## src/rtl/aeds_pkg.sv

```systemverilog
`default_nettype none

package aeds_pkg;

  localparam int unsigned LUMA_W  = 8;
  localparam int unsigned GAIN_W  = 10;
  localparam int unsigned EXP_W   = 14;
  localparam int unsigned MEAN_W  = 16;
  localparam int unsigned PROD_W  = 32;
  localparam int unsigned STEP_W  = 10;
  localparam int unsigned CFG_IDX_W  = 3;
  localparam int unsigned CFG_DATA_W = 14;

  localparam logic [7:0]        FRAME_INTERVAL = 8'd4;
  localparam logic [STEP_W-1:0] GAIN_STEP      = 10'd8;
  localparam logic [STEP_W-1:0] EXPOSURE_STEP  = 10'd5;

  // Q0.16 luma weights, sum is 65536
  localparam logic [MEAN_W-1:0] W_BLUE  = 16'd7471;
  localparam logic [MEAN_W-1:0] W_GREEN = 16'd38470;
  localparam logic [MEAN_W-1:0] W_RED   = 16'd19595;

  localparam logic [LUMA_W-1:0] TARGET_RST    = 8'd128;
  localparam logic [LUMA_W-1:0] DEADBAND_RST  = 8'd8;
  localparam logic [GAIN_W-1:0] GAIN_FLOOR_RST = 10'd0;
  localparam logic [GAIN_W-1:0] GAIN_CEIL_RST  = 10'd1023;
  localparam logic [EXP_W-1:0]  EXP_FLOOR_RST  = 14'd1;
  localparam logic [EXP_W-1:0]  EXP_CEIL_RST   = 14'd141;
  localparam logic [GAIN_W-1:0] START_GAIN_RST = 10'd512;
  localparam logic [EXP_W-1:0]  START_EXP_RST  = 14'd141;

  typedef enum logic [CFG_IDX_W-1:0] {
    REG_TARGET_LUMA      = 3'd0,
    REG_DEADBAND         = 3'd1,
    REG_GAIN_FLOOR       = 3'd2,
    REG_GAIN_CEILING     = 3'd3,
    REG_EXPOSURE_FLOOR   = 3'd4,
    REG_EXPOSURE_CEILING = 3'd5,
    REG_START_GAIN       = 3'd6,
    REG_START_EXPOSURE   = 3'd7
  } cfg_idx_e;

  typedef enum logic {
    KNOB_GAIN     = 1'b0,
    KNOB_EXPOSURE = 1'b1
  } knob_e;

  typedef struct packed {
    logic [MEAN_W-1:0] mean_blue;
    logic [MEAN_W-1:0] mean_green;
    logic [MEAN_W-1:0] mean_red;
    logic              image_present;
    logic              gain_write_ok;
    logic              exposure_write_ok;
  } stat_t;

  typedef struct packed {
    logic [PROD_W-1:0] prod_blue;
    logic [PROD_W-1:0] prod_green;
    logic [PROD_W-1:0] prod_red;
    logic              image_present;
    logic              gain_write_ok;
    logic              exposure_write_ok;
  } prod_t;

  typedef struct packed {
    logic [EXP_W-1:0]  lo;
    logic [EXP_W-1:0]  hi;
    logic [STEP_W-1:0] step;
  } knob_lim_t;

  typedef struct packed {
    logic             tried;
    logic [EXP_W-1:0] value;
  } knob_res_t;

endpackage

`default_nettype wire

```

## src/rtl/aeds_in_if.sv

```systemverilog
`default_nettype none

interface aeds_in_if;
  logic                        valid;
  logic                        ready;
  logic [aeds_pkg::MEAN_W-1:0] mean_blue;
  logic [aeds_pkg::MEAN_W-1:0] mean_green;
  logic [aeds_pkg::MEAN_W-1:0] mean_red;
  logic                        image_present;
  logic                        gain_write_ok;
  logic                        exposure_write_ok;

  modport source (
    output valid, mean_blue, mean_green, mean_red, image_present, gain_write_ok,
           exposure_write_ok,
    input  ready
  );
  modport sink (
    input  valid, mean_blue, mean_green, mean_red, image_present, gain_write_ok,
           exposure_write_ok,
    output ready
  );
endinterface

`default_nettype wire

```

## src/rtl/aeds_out_if.sv

```systemverilog
`default_nettype none

interface aeds_out_if;
  logic                        valid;
  logic                        ready;
  logic                        evaluated;
  logic [aeds_pkg::LUMA_W-1:0] frame_luma;
  logic                        write_issued;
  logic                        write_knob;
  logic [aeds_pkg::EXP_W-1:0]  write_value;
  logic [aeds_pkg::GAIN_W-1:0] gain_now;
  logic [aeds_pkg::EXP_W-1:0]  exposure_now;

  modport source (
    output valid, evaluated, frame_luma, write_issued, write_knob, write_value,
           gain_now, exposure_now,
    input  ready
  );
  modport sink (
    input  valid, evaluated, frame_luma, write_issued, write_knob, write_value,
           gain_now, exposure_now,
    output ready
  );
endinterface

`default_nettype wire

```

## src/rtl/aeds_knob.sv

```systemverilog
`default_nettype none

// One clamped knob step, up or down.
module aeds_knob (
  input  logic                        up_i,
  input  logic [aeds_pkg::EXP_W-1:0]  cur_i,
  input  aeds_pkg::knob_lim_t         lim_i,
  output aeds_pkg::knob_res_t         res_o
);

  logic [aeds_pkg::EXP_W:0] sum_up;
  logic [aeds_pkg::EXP_W:0] lo_plus;

  assign sum_up  = {1'b0, cur_i} + {5'b0, lim_i.step};
  assign lo_plus = {1'b0, lim_i.lo} + {5'b0, lim_i.step};

  always_comb begin
    if (up_i) begin
      res_o.tried = cur_i < lim_i.hi;
      res_o.value = (sum_up > {1'b0, lim_i.hi}) ? lim_i.hi : sum_up[aeds_pkg::EXP_W-1:0];
    end else begin
      res_o.tried = cur_i > lim_i.lo;
      res_o.value = ({1'b0, cur_i} < lo_plus) ? lim_i.lo
                                              : cur_i - {4'b0, lim_i.step};
    end
  end

endmodule

`default_nettype wire

```

## src/rtl/auto_exposure_deadband_stepper.sv

```systemverilog
`default_nettype none

// Channel   Dir  Fields
// stat_i    in   mean_blue, mean_green, mean_red, image_present,
//                gain_write_ok, exposure_write_ok
// res_o     out  evaluated, frame_luma, write_issued, write_knob,
//                write_value, gain_now, exposure_now
// cfg       in   cfg_we_i, cfg_idx_i, cfg_data_i (write only)
//
// One transfer per cycle in, one per cycle out while res_o.ready holds; the result
// passes the input register, product register and result register in turn.
// Knob state updates in the result stage, so consecutive frames see it at once.
// Stages advance independently; a stalled result holds only the stages behind it.
// rst_ni clears valids and frame counter, sets usable flags and loads register defaults.
module auto_exposure_deadband_stepper (
  input  logic                            clk_i,
  input  logic                            rst_ni,
  input  logic                            cfg_we_i,
  input  logic [aeds_pkg::CFG_IDX_W-1:0]  cfg_idx_i,
  input  logic [aeds_pkg::CFG_DATA_W-1:0] cfg_data_i,
  aeds_in_if.sink                         stat_i,
  aeds_out_if.source                      res_o
);

  // config
  logic [aeds_pkg::LUMA_W-1:0] target_q, deadband_q;
  logic [aeds_pkg::GAIN_W-1:0] gain_floor_q, gain_ceil_q;
  logic [aeds_pkg::EXP_W-1:0]  exp_floor_q, exp_ceil_q;

  // state
  logic [7:0]                  fc_q, fc_d;
  logic [aeds_pkg::GAIN_W-1:0] gain_q, gain_d;
  logic [aeds_pkg::EXP_W-1:0]  exp_q, exp_d;
  logic                        gain_use_q, gain_use_d;
  logic                        exp_use_q, exp_use_d;

  // pipeline
  aeds_pkg::stat_t s1_q;
  aeds_pkg::prod_t s2_q;
  logic            s1_v_q, s2_v_q, out_v_q;
  logic            rdy1, rdy2, rdy3;

  logic                        ev_q, ev_d;
  logic [aeds_pkg::LUMA_W-1:0] luma_q, luma_d;
  logic                        iss_q, iss_d;
  logic                        knob_q, knob_d;
  logic [aeds_pkg::EXP_W-1:0]  val_q, val_d;

  assign rdy3 = !out_v_q || res_o.ready;
  assign rdy2 = !s2_v_q || rdy3;
  assign rdy1 = !s1_v_q || rdy2;
  assign stat_i.ready = rdy1;

  // result stage logic
  logic [aeds_pkg::PROD_W-1:0] acc;
  logic [aeds_pkg::LUMA_W-1:0] luma;
  logic [7:0]                  fc_inc;
  logic                        too_dark, too_bright;
  aeds_pkg::knob_lim_t         g_lim, e_lim;
  aeds_pkg::knob_res_t         g_res, e_res;

  assign acc    = s2_q.prod_blue + s2_q.prod_green + s2_q.prod_red;
  assign luma   = acc[aeds_pkg::PROD_W-1 -: aeds_pkg::LUMA_W];
  assign fc_inc = fc_q + 8'd1;
  assign too_dark   = ({1'b0, luma} + {1'b0, deadband_q}) < {1'b0, target_q};
  assign too_bright = {1'b0, luma} > ({1'b0, target_q} + {1'b0, deadband_q});

  assign g_lim = '{lo:   {4'b0, gain_floor_q},
                   hi:   {4'b0, gain_ceil_q},
                   step: aeds_pkg::GAIN_STEP};
  assign e_lim = '{lo: exp_floor_q, hi: exp_ceil_q, step: aeds_pkg::EXPOSURE_STEP};

  aeds_knob u_gain (
    .up_i  (too_dark),
    .cur_i ({4'b0, gain_q}),
    .lim_i (g_lim),
    .res_o (g_res)
  );

  aeds_knob u_exp (
    .up_i  (too_dark),
    .cur_i (exp_q),
    .lim_i (e_lim),
    .res_o (e_res)
  );

  always_comb begin
    fc_d       = fc_q;
    gain_d     = gain_q;
    exp_d      = exp_q;
    gain_use_d = gain_use_q;
    exp_use_d  = exp_use_q;
    ev_d       = 1'b0;
    luma_d     = '0;
    iss_d      = 1'b0;
    knob_d     = aeds_pkg::KNOB_GAIN;
    val_d      = '0;
    if (s2_q.image_present) begin
      fc_d = fc_inc;
      if (fc_inc >= aeds_pkg::FRAME_INTERVAL) begin
        fc_d   = '0;
        ev_d   = 1'b1;
        luma_d = luma;
        if (too_dark || too_bright) begin
          if (gain_use_q && g_res.tried) begin
            iss_d = 1'b1;
            val_d = g_res.value;
            if (s2_q.gain_write_ok) gain_d = g_res.value[aeds_pkg::GAIN_W-1:0];
            else gain_use_d = 1'b0;
          end else if (exp_use_q && e_res.tried) begin
            iss_d  = 1'b1;
            knob_d = aeds_pkg::KNOB_EXPOSURE;
            val_d  = e_res.value;
            if (s2_q.exposure_write_ok) exp_d = e_res.value;
            else exp_use_d = 1'b0;
          end
        end
      end
    end
  end

  always_ff @(posedge clk_i or negedge rst_ni) begin
    if (!rst_ni) begin
      target_q     <= aeds_pkg::TARGET_RST;
      deadband_q   <= aeds_pkg::DEADBAND_RST;
      gain_floor_q <= aeds_pkg::GAIN_FLOOR_RST;
      gain_ceil_q  <= aeds_pkg::GAIN_CEIL_RST;
      exp_floor_q  <= aeds_pkg::EXP_FLOOR_RST;
      exp_ceil_q   <= aeds_pkg::EXP_CEIL_RST;
      fc_q         <= '0;
      gain_q       <= aeds_pkg::START_GAIN_RST;
      exp_q        <= aeds_pkg::START_EXP_RST;
      gain_use_q   <= 1'b1;
      exp_use_q    <= 1'b1;
      s1_v_q       <= 1'b0;
      s2_v_q       <= 1'b0;
      out_v_q      <= 1'b0;
    end else begin
      if (rdy1) s1_v_q <= stat_i.valid;
      if (rdy2) s2_v_q <= s1_v_q;
      if (rdy3) out_v_q <= s2_v_q;
      if (s2_v_q && rdy3) begin
        fc_q       <= fc_d;
        gain_q     <= gain_d;
        exp_q      <= exp_d;
        gain_use_q <= gain_use_d;
        exp_use_q  <= exp_use_d;
      end
      if (cfg_we_i) begin
        case (aeds_pkg::cfg_idx_e'(cfg_idx_i))
          aeds_pkg::REG_TARGET_LUMA:      target_q     <= cfg_data_i[aeds_pkg::LUMA_W-1:0];
          aeds_pkg::REG_DEADBAND:         deadband_q   <= cfg_data_i[aeds_pkg::LUMA_W-1:0];
          aeds_pkg::REG_GAIN_FLOOR:       gain_floor_q <= cfg_data_i[aeds_pkg::GAIN_W-1:0];
          aeds_pkg::REG_GAIN_CEILING:     gain_ceil_q  <= cfg_data_i[aeds_pkg::GAIN_W-1:0];
          aeds_pkg::REG_EXPOSURE_FLOOR:   exp_floor_q  <= cfg_data_i;
          aeds_pkg::REG_EXPOSURE_CEILING: exp_ceil_q   <= cfg_data_i;
          aeds_pkg::REG_START_GAIN:       gain_q       <= cfg_data_i[aeds_pkg::GAIN_W-1:0];
          aeds_pkg::REG_START_EXPOSURE:   exp_q        <= cfg_data_i;
          default: ;
        endcase
      end
    end
  end

  // payload registers
  always_ff @(posedge clk_i) begin
    if (rdy1 && stat_i.valid) begin
      s1_q.mean_blue         <= stat_i.mean_blue;
      s1_q.mean_green        <= stat_i.mean_green;
      s1_q.mean_red          <= stat_i.mean_red;
      s1_q.image_present     <= stat_i.image_present;
      s1_q.gain_write_ok     <= stat_i.gain_write_ok;
      s1_q.exposure_write_ok <= stat_i.exposure_write_ok;
    end
    if (rdy2 && s1_v_q) begin
      s2_q.prod_blue         <= {16'b0, s1_q.mean_blue} * {16'b0, aeds_pkg::W_BLUE};
      s2_q.prod_green        <= {16'b0, s1_q.mean_green} * {16'b0, aeds_pkg::W_GREEN};
      s2_q.prod_red          <= {16'b0, s1_q.mean_red} * {16'b0, aeds_pkg::W_RED};
      s2_q.image_present     <= s1_q.image_present;
      s2_q.gain_write_ok     <= s1_q.gain_write_ok;
      s2_q.exposure_write_ok <= s1_q.exposure_write_ok;
    end
    if (rdy3 && s2_v_q) begin
      ev_q   <= ev_d;
      luma_q <= luma_d;
      iss_q  <= iss_d;
      knob_q <= knob_d;
      val_q  <= val_d;
    end
  end

  logic [aeds_pkg::GAIN_W-1:0] gain_out_q;
  logic [aeds_pkg::EXP_W-1:0]  exp_out_q;

  always_ff @(posedge clk_i) begin
    if (rdy3 && s2_v_q) begin
      gain_out_q <= gain_d;
      exp_out_q  <= exp_d;
    end
  end

  assign res_o.valid        = out_v_q;
  assign res_o.evaluated    = ev_q;
  assign res_o.frame_luma   = luma_q;
  assign res_o.write_issued = iss_q;
  assign res_o.write_knob   = knob_q;
  assign res_o.write_value  = val_q;
  assign res_o.gain_now     = gain_out_q;
  assign res_o.exposure_now = exp_out_q;

  // a knob once rejected stays unusable
  assert property (@(posedge clk_i) disable iff (!rst_ni)
    !gain_use_q |=> !gain_use_q) else $error("gain usable flag set again");

  assert property (@(posedge clk_i) disable iff (!rst_ni)
    !exp_use_q |=> !exp_use_q) else $error("exposure usable flag set again");

  assert property (@(posedge clk_i) disable iff (!rst_ni)
    fc_q < aeds_pkg::FRAME_INTERVAL) else $error("frame counter past interval");

  assert property (@(posedge clk_i) disable iff (!rst_ni)
    out_v_q && !ev_q |-> !iss_q && luma_q == '0)
    else $error("write or luma on a frame that was not evaluated");

endmodule

`default_nettype wire

```

## src/flat_wrapper.sv

```systemverilog
// flat-port wrapper written by rule: the top's interface ports become plain ports
module auto_exposure_deadband_stepper_flat 
  (clk_i, rst_ni, cfg_we_i, cfg_idx_i, cfg_data_i, stat_i_valid, stat_i_mean_blue, stat_i_mean_green, stat_i_mean_red, stat_i_image_present, stat_i_gain_write_ok, stat_i_exposure_write_ok, stat_i_ready, res_o_valid, res_o_evaluated, res_o_frame_luma, res_o_write_issued, res_o_write_knob, res_o_write_value, res_o_gain_now, res_o_exposure_now, res_o_ready);
  aeds_in_if stat_i_i ();
  aeds_out_if res_o_i ();
  input  logic clk_i;
  input  logic rst_ni;
  input  logic cfg_we_i;
  input  logic [aeds_pkg::CFG_IDX_W-1:0] cfg_idx_i;
  input  logic [aeds_pkg::CFG_DATA_W-1:0] cfg_data_i;
  input wire logic [$bits(stat_i_i.valid)-1:0] stat_i_valid;
  input wire logic [$bits(stat_i_i.mean_blue)-1:0] stat_i_mean_blue;
  input wire logic [$bits(stat_i_i.mean_green)-1:0] stat_i_mean_green;
  input wire logic [$bits(stat_i_i.mean_red)-1:0] stat_i_mean_red;
  input wire logic [$bits(stat_i_i.image_present)-1:0] stat_i_image_present;
  input wire logic [$bits(stat_i_i.gain_write_ok)-1:0] stat_i_gain_write_ok;
  input wire logic [$bits(stat_i_i.exposure_write_ok)-1:0] stat_i_exposure_write_ok;
  output wire logic [$bits(stat_i_i.ready)-1:0] stat_i_ready;
  output wire logic [$bits(res_o_i.valid)-1:0] res_o_valid;
  output wire logic [$bits(res_o_i.evaluated)-1:0] res_o_evaluated;
  output wire logic [$bits(res_o_i.frame_luma)-1:0] res_o_frame_luma;
  output wire logic [$bits(res_o_i.write_issued)-1:0] res_o_write_issued;
  output wire logic [$bits(res_o_i.write_knob)-1:0] res_o_write_knob;
  output wire logic [$bits(res_o_i.write_value)-1:0] res_o_write_value;
  output wire logic [$bits(res_o_i.gain_now)-1:0] res_o_gain_now;
  output wire logic [$bits(res_o_i.exposure_now)-1:0] res_o_exposure_now;
  input wire logic [$bits(res_o_i.ready)-1:0] res_o_ready;
  assign stat_i_i.valid = stat_i_valid;
  assign stat_i_i.mean_blue = stat_i_mean_blue;
  assign stat_i_i.mean_green = stat_i_mean_green;
  assign stat_i_i.mean_red = stat_i_mean_red;
  assign stat_i_i.image_present = stat_i_image_present;
  assign stat_i_i.gain_write_ok = stat_i_gain_write_ok;
  assign stat_i_i.exposure_write_ok = stat_i_exposure_write_ok;
  assign stat_i_ready = stat_i_i.ready;
  assign res_o_valid = res_o_i.valid;
  assign res_o_evaluated = res_o_i.evaluated;
  assign res_o_frame_luma = res_o_i.frame_luma;
  assign res_o_write_issued = res_o_i.write_issued;
  assign res_o_write_knob = res_o_i.write_knob;
  assign res_o_write_value = res_o_i.write_value;
  assign res_o_gain_now = res_o_i.gain_now;
  assign res_o_exposure_now = res_o_i.exposure_now;
  assign res_o_i.ready = res_o_ready;
  auto_exposure_deadband_stepper u_core (.clk_i(clk_i), .rst_ni(rst_ni), .cfg_we_i(cfg_we_i), .cfg_idx_i(cfg_idx_i), .cfg_data_i(cfg_data_i), .stat_i(stat_i_i), .res_o(res_o_i));
endmodule
```

## config.mk

```make
export PLATFORM = sky130hd
export DESIGN_NAME = auto_exposure_deadband_stepper_flat
export DESIGN_NICKNAME = d
export VERILOG_FILES = /design/src/rtl/aeds_pkg.sv /design/src/rtl/aeds_in_if.sv /design/src/rtl/aeds_out_if.sv /design/src/rtl/aeds_knob.sv /design/src/rtl/auto_exposure_deadband_stepper.sv /design/src/flat_wrapper.sv
export SDC_FILE = /design/constraint.sdc
export NUM_CORES = 1
export LEC_CHECK = 0
export BUFFER_PORTS_ARGS = -buffer_cell sky130_fd_sc_hd__buf_4
export CELL_PAD_IN_SITES_DETAIL_PLACEMENT = 1
export CELL_PAD_IN_SITES_GLOBAL_PLACEMENT = 2
export CORE_MARGIN = 5
export CORE_UTILIZATION = 47
export DETAILED_ROUTE_END_ITERATION = 16
export PLACE_DENSITY = 0.84
export SETUP_SLACK_MARGIN = 0.2
export SYNTH_ARGS = -nofsm -noshare
export SYNTH_HDL_FRONTEND = slang
export SYNTH_SLANG_ARGS = --single-unit
```

## constraint.sdc

```tcl
create_clock -name clk_i -period 10.8 [get_ports clk_i]
set_clock_uncertainty 0.05 [all_clocks]
set_input_delay 2.16 -clock clk_i [delete_from_list [all_inputs] [get_ports clk_i]]
set_output_delay 2.16 -clock clk_i [all_outputs]
set_load 0.05 [all_outputs]
```

==> metrics.md <==
| Metric | Value |
|---|---|
| Synth warn | 0 |
| Startpoint types | flip-flop |
| Worst path required time | 11.07 ns |
| Most frequent CP cell | a21oi_1 |
| GR Util All Layers | 23.6% |
| Mux cell area share after synthesis | 4.09% |
| Die width | 255 um |
| #FFs+latches synth | 295 |
| Core Region | 0.0592 mm^2 |
| Largest net degree at the start of global routing | 85 |
| Layout cells sized above 1 | 11.4% |
| Least-Margin Pin Slew | 1.19 ns |
| Post-Synthesis Cells | 2558 |
| Total global routing overflow | 0 |
| Vias in the first global route | 22100 |
| Avg Vias per Cell | 5.60 |
| Main combinational cell family by area after synthesis | adder cells |
| Pre-antenna DRT Iters | 5 |
| Kind of cell adding the most delay to the critical path | compound AO/OA/AOI/OAI gates |
| Register area share after synthesis | 29.7% |
| Unrepaired setup endpoints after global routing | false |
| Post-synth EDFFs | 194 |
| Ports | 124 |
| Worst setup EP type | flip-flop |
| Rows | 89 |
| Non-filler cells, final | 3505 |
| Iter 0 DRT Violations | 646 |
| Longest Clk Path Bufs | 3 |
| Post-Synth XOR/XNOR Area | 4.38% |
| # hold bufs at CTS | 0 |
| Status | complete, no violations |
| Final Slew Violations | 0 |
| Ant. Diodes | 0 |
| Ys async rst share | 34.2% |
| DRC | 0 |
| Routed wire length per instance | 21.6 um |
| Placed Area | 0.0300 mm^2 |
| Final Net Count | 3509 |
| Initial Util | 47.6% |
| Simple-gate share of the synthesized area | 7.16% |
| Drt total wl | 75.7 mm |
| Port Buffers | 123 |
| First-pass GRT wire length | 121 mm |
| Final hold violations | 0 |
| Tcrit/Tclk final | 72.6% |
| H-tree depth | 2 |
| Post-DP HPWL | 61.5 mm |
| Die Area | 0.0650 mm^2 |
| Average cell area after synthesis | 11.0 um^2 |
| Critical path type | reg -> reg |
| Resize count post-CTS | 0 |
| Clk sinks | 295 |
| CP arrival | 8.11 ns |
| Crit path max fanout | 14 |
| TritonCTS clock tree | done |
| Post-DRT Antenna Nets | 0 |
| Post-synth cell types | 79 |
| Adder-Cell Fraction of Synth Area | 38.3% |
| Die height | 255 um |
| Post-Place Cells | 3435 |
| Post-CTS setup buffers | 0 |
| Initial antenna violation count | 0 |
| Worst slack at placement | 2.99 ns |
| Root Driver | clkbuf_16 |
| Area delta synth->final | 11.2% |
| Post-route cell area | 0.0314 mm^2 |
| Critical path's largest stage delay | 0.62 ns |
| RD Place Congestion | 0.872 |
| Compound-Gate Fraction of Synth Area | 10.8% |
| Final Setup Violations | 0 |
| Slew HR | 20.7% |
| Clk slew on worst S/H paths | 0.07 ns |
| Synthesized cell area | 0.0282 mm^2 |
| Primary FF master, synth | edfxtp_1 |
| Critical-path top delay cell | or4_4 |
| Maxcap violations | 0 |
| Worst Hold Class | reg -> reg |
| Max Freq | 0.128 GHz |
| Synth Net Count | 3365 |
| Routed vias | 19600 |
| Fin crit period | 7.84 ns |
| Setup TNS Final | 0 ns |
| Cts bufs inserted | 38 |
| Clk Latency, worst-skew pair | 0.57 ns |
| Final WS setup | 2.96 ns |
| WP buf/inv | 2 |
## path summary, 6_finish.rpt
kind,start,to,slack (ns),depth (start not counted)
worst min-delay path,u_core.s1_q[1],u_core.s2_q[1],0.36,0
max in group asynchronous,rst_ni,u_core.fc_q[7],7.84,2
min in group asynchronous,rst_ni,u_core.exp_ceil_q[9],1.59,1
worst max register to register,u_core.s2_q[5],u_core.res_o.exposure_now[13],2.96,29
worst max-delay path,u_core.s2_q[5],u_core.res_o.exposure_now[13],2.96,29
worst min register to register,u_core.s1_q[1],u_core.s2_q[1],0.36,0
## layer usage
metal / vias up / global-route usage, % / share of wire [%]
met4: 0 / 7.05 / 3.2
li1: 9286 / - / -
met1: 9947 / 28.4 / 41
met5: - / 0 / 0
met2: 293 / 44.3 / 52
met3: 107 / 2.63 / 3.1
## state kept, by name, summed over array words and instances, names as in the netlist, 8 cells and up
signal and cells:
u_core.deadband_q 8, u_core.exp_ceil_q 14, u_core.exp_floor_q 14, u_core.exp_q 14, u_core.fc_q 8, u_core.gain_ceil_q 10
u_core.gain_floor_q 10, u_core.gain_q 10, u_core.res_o.exposure_now 14, u_core.res_o.frame_luma 8, u_core.res_o.gain_now 10, u_core.res_o.write_value 14
u_core.s1_q 51, u_core.s2_q 94, u_core.target_q 8
## cell usage in the layout (no fill, tap or decap), types with 56 or more instances in the layout
cell type,count
o21ai_0,101
inv_1,374
xnor2_1,107
nor2_1,64
mux2_2,56
a21o_1,63
a21oi_1,128
nand2_1,108
edfxtp_1,194
fa_1,216
dfrtp_1,77
buf_4,135
ha_1,518
## cell families (layout without fill, tap and decap cells)
| kind of cell | Yosys count | count (layout) |
|---|---|---|
| buffers and inverters | 406 | 580 |
| AND/OR/NAND/NOR | 400 | 400 |
| XOR/XNOR | 141 | 141 |
| adder cells (fa/ha/maj) | 734 | 734 |
| AO/OA/AOI/OAI | 475 | 475 |
| flip-flops | 295 | 295 |
| multiplexers | 107 | 107 |
## cell type report
cell class                      count  area (um^2)
Timing Repair Buffer              135         1010
Inverter                          375         1410
Tap cell                          773          967
Fill cell                        6357        27900
Clock inverter                     28          327
Sequential cell                   295         8380
Multi-Input combinational cell   1857        18300
Clock buffer                       42          987
## stage by stage
| step | hold WS [ns] | util [%] |
|---|---|---|
| floorplan | 0.350 | - |
| global placement | 0.357 | 50.7 |
| detailed placement | 0.356 | 50.7 |
| CTS | 0.364 | 52.9 |
| global route | 0.369 | 52.9 |
| finish | 0.361 | 52.9 |
## synthesized netlist by cell type (16+ instances only)
master | n | area, um^2
or2_2 | 16 | 100
a21o_1 | 63 | 473
inv_1 | 374 | 1400
o21bai_1 | 25 | 188
edfxtp_1 | 194 | 5830
dfstp_2 | 24 | 631
dfrtp_1 | 77 | 1930
and2_1 | 21 | 131
o21a_1 | 25 | 188
mux2_2 | 56 | 631
nor3_1 | 30 | 150
clkbuf_1 | 20 | 75.1
nand3_1 | 45 | 225
nand4_1 | 22 | 138
a21oi_1 | 128 | 641
xor2_1 | 34 | 298
fa_1 | 216 | 4320
o21ai_1 | 16 | 80.1
nor2_1 | 65 | 244
and3_1 | 16 | 100
o21ai_0 | 101 | 505
ha_1 | 518 | 6480
mux2i_1 | 45 | 450
nand2_1 | 108 | 405
nand2b_1 | 21 | 131
xnor2_1 | 107 | 937
Power is left out: the tool's default activity adds up to more than one toggle a clock period on the data nets, which glitch-free logic cannot reach.
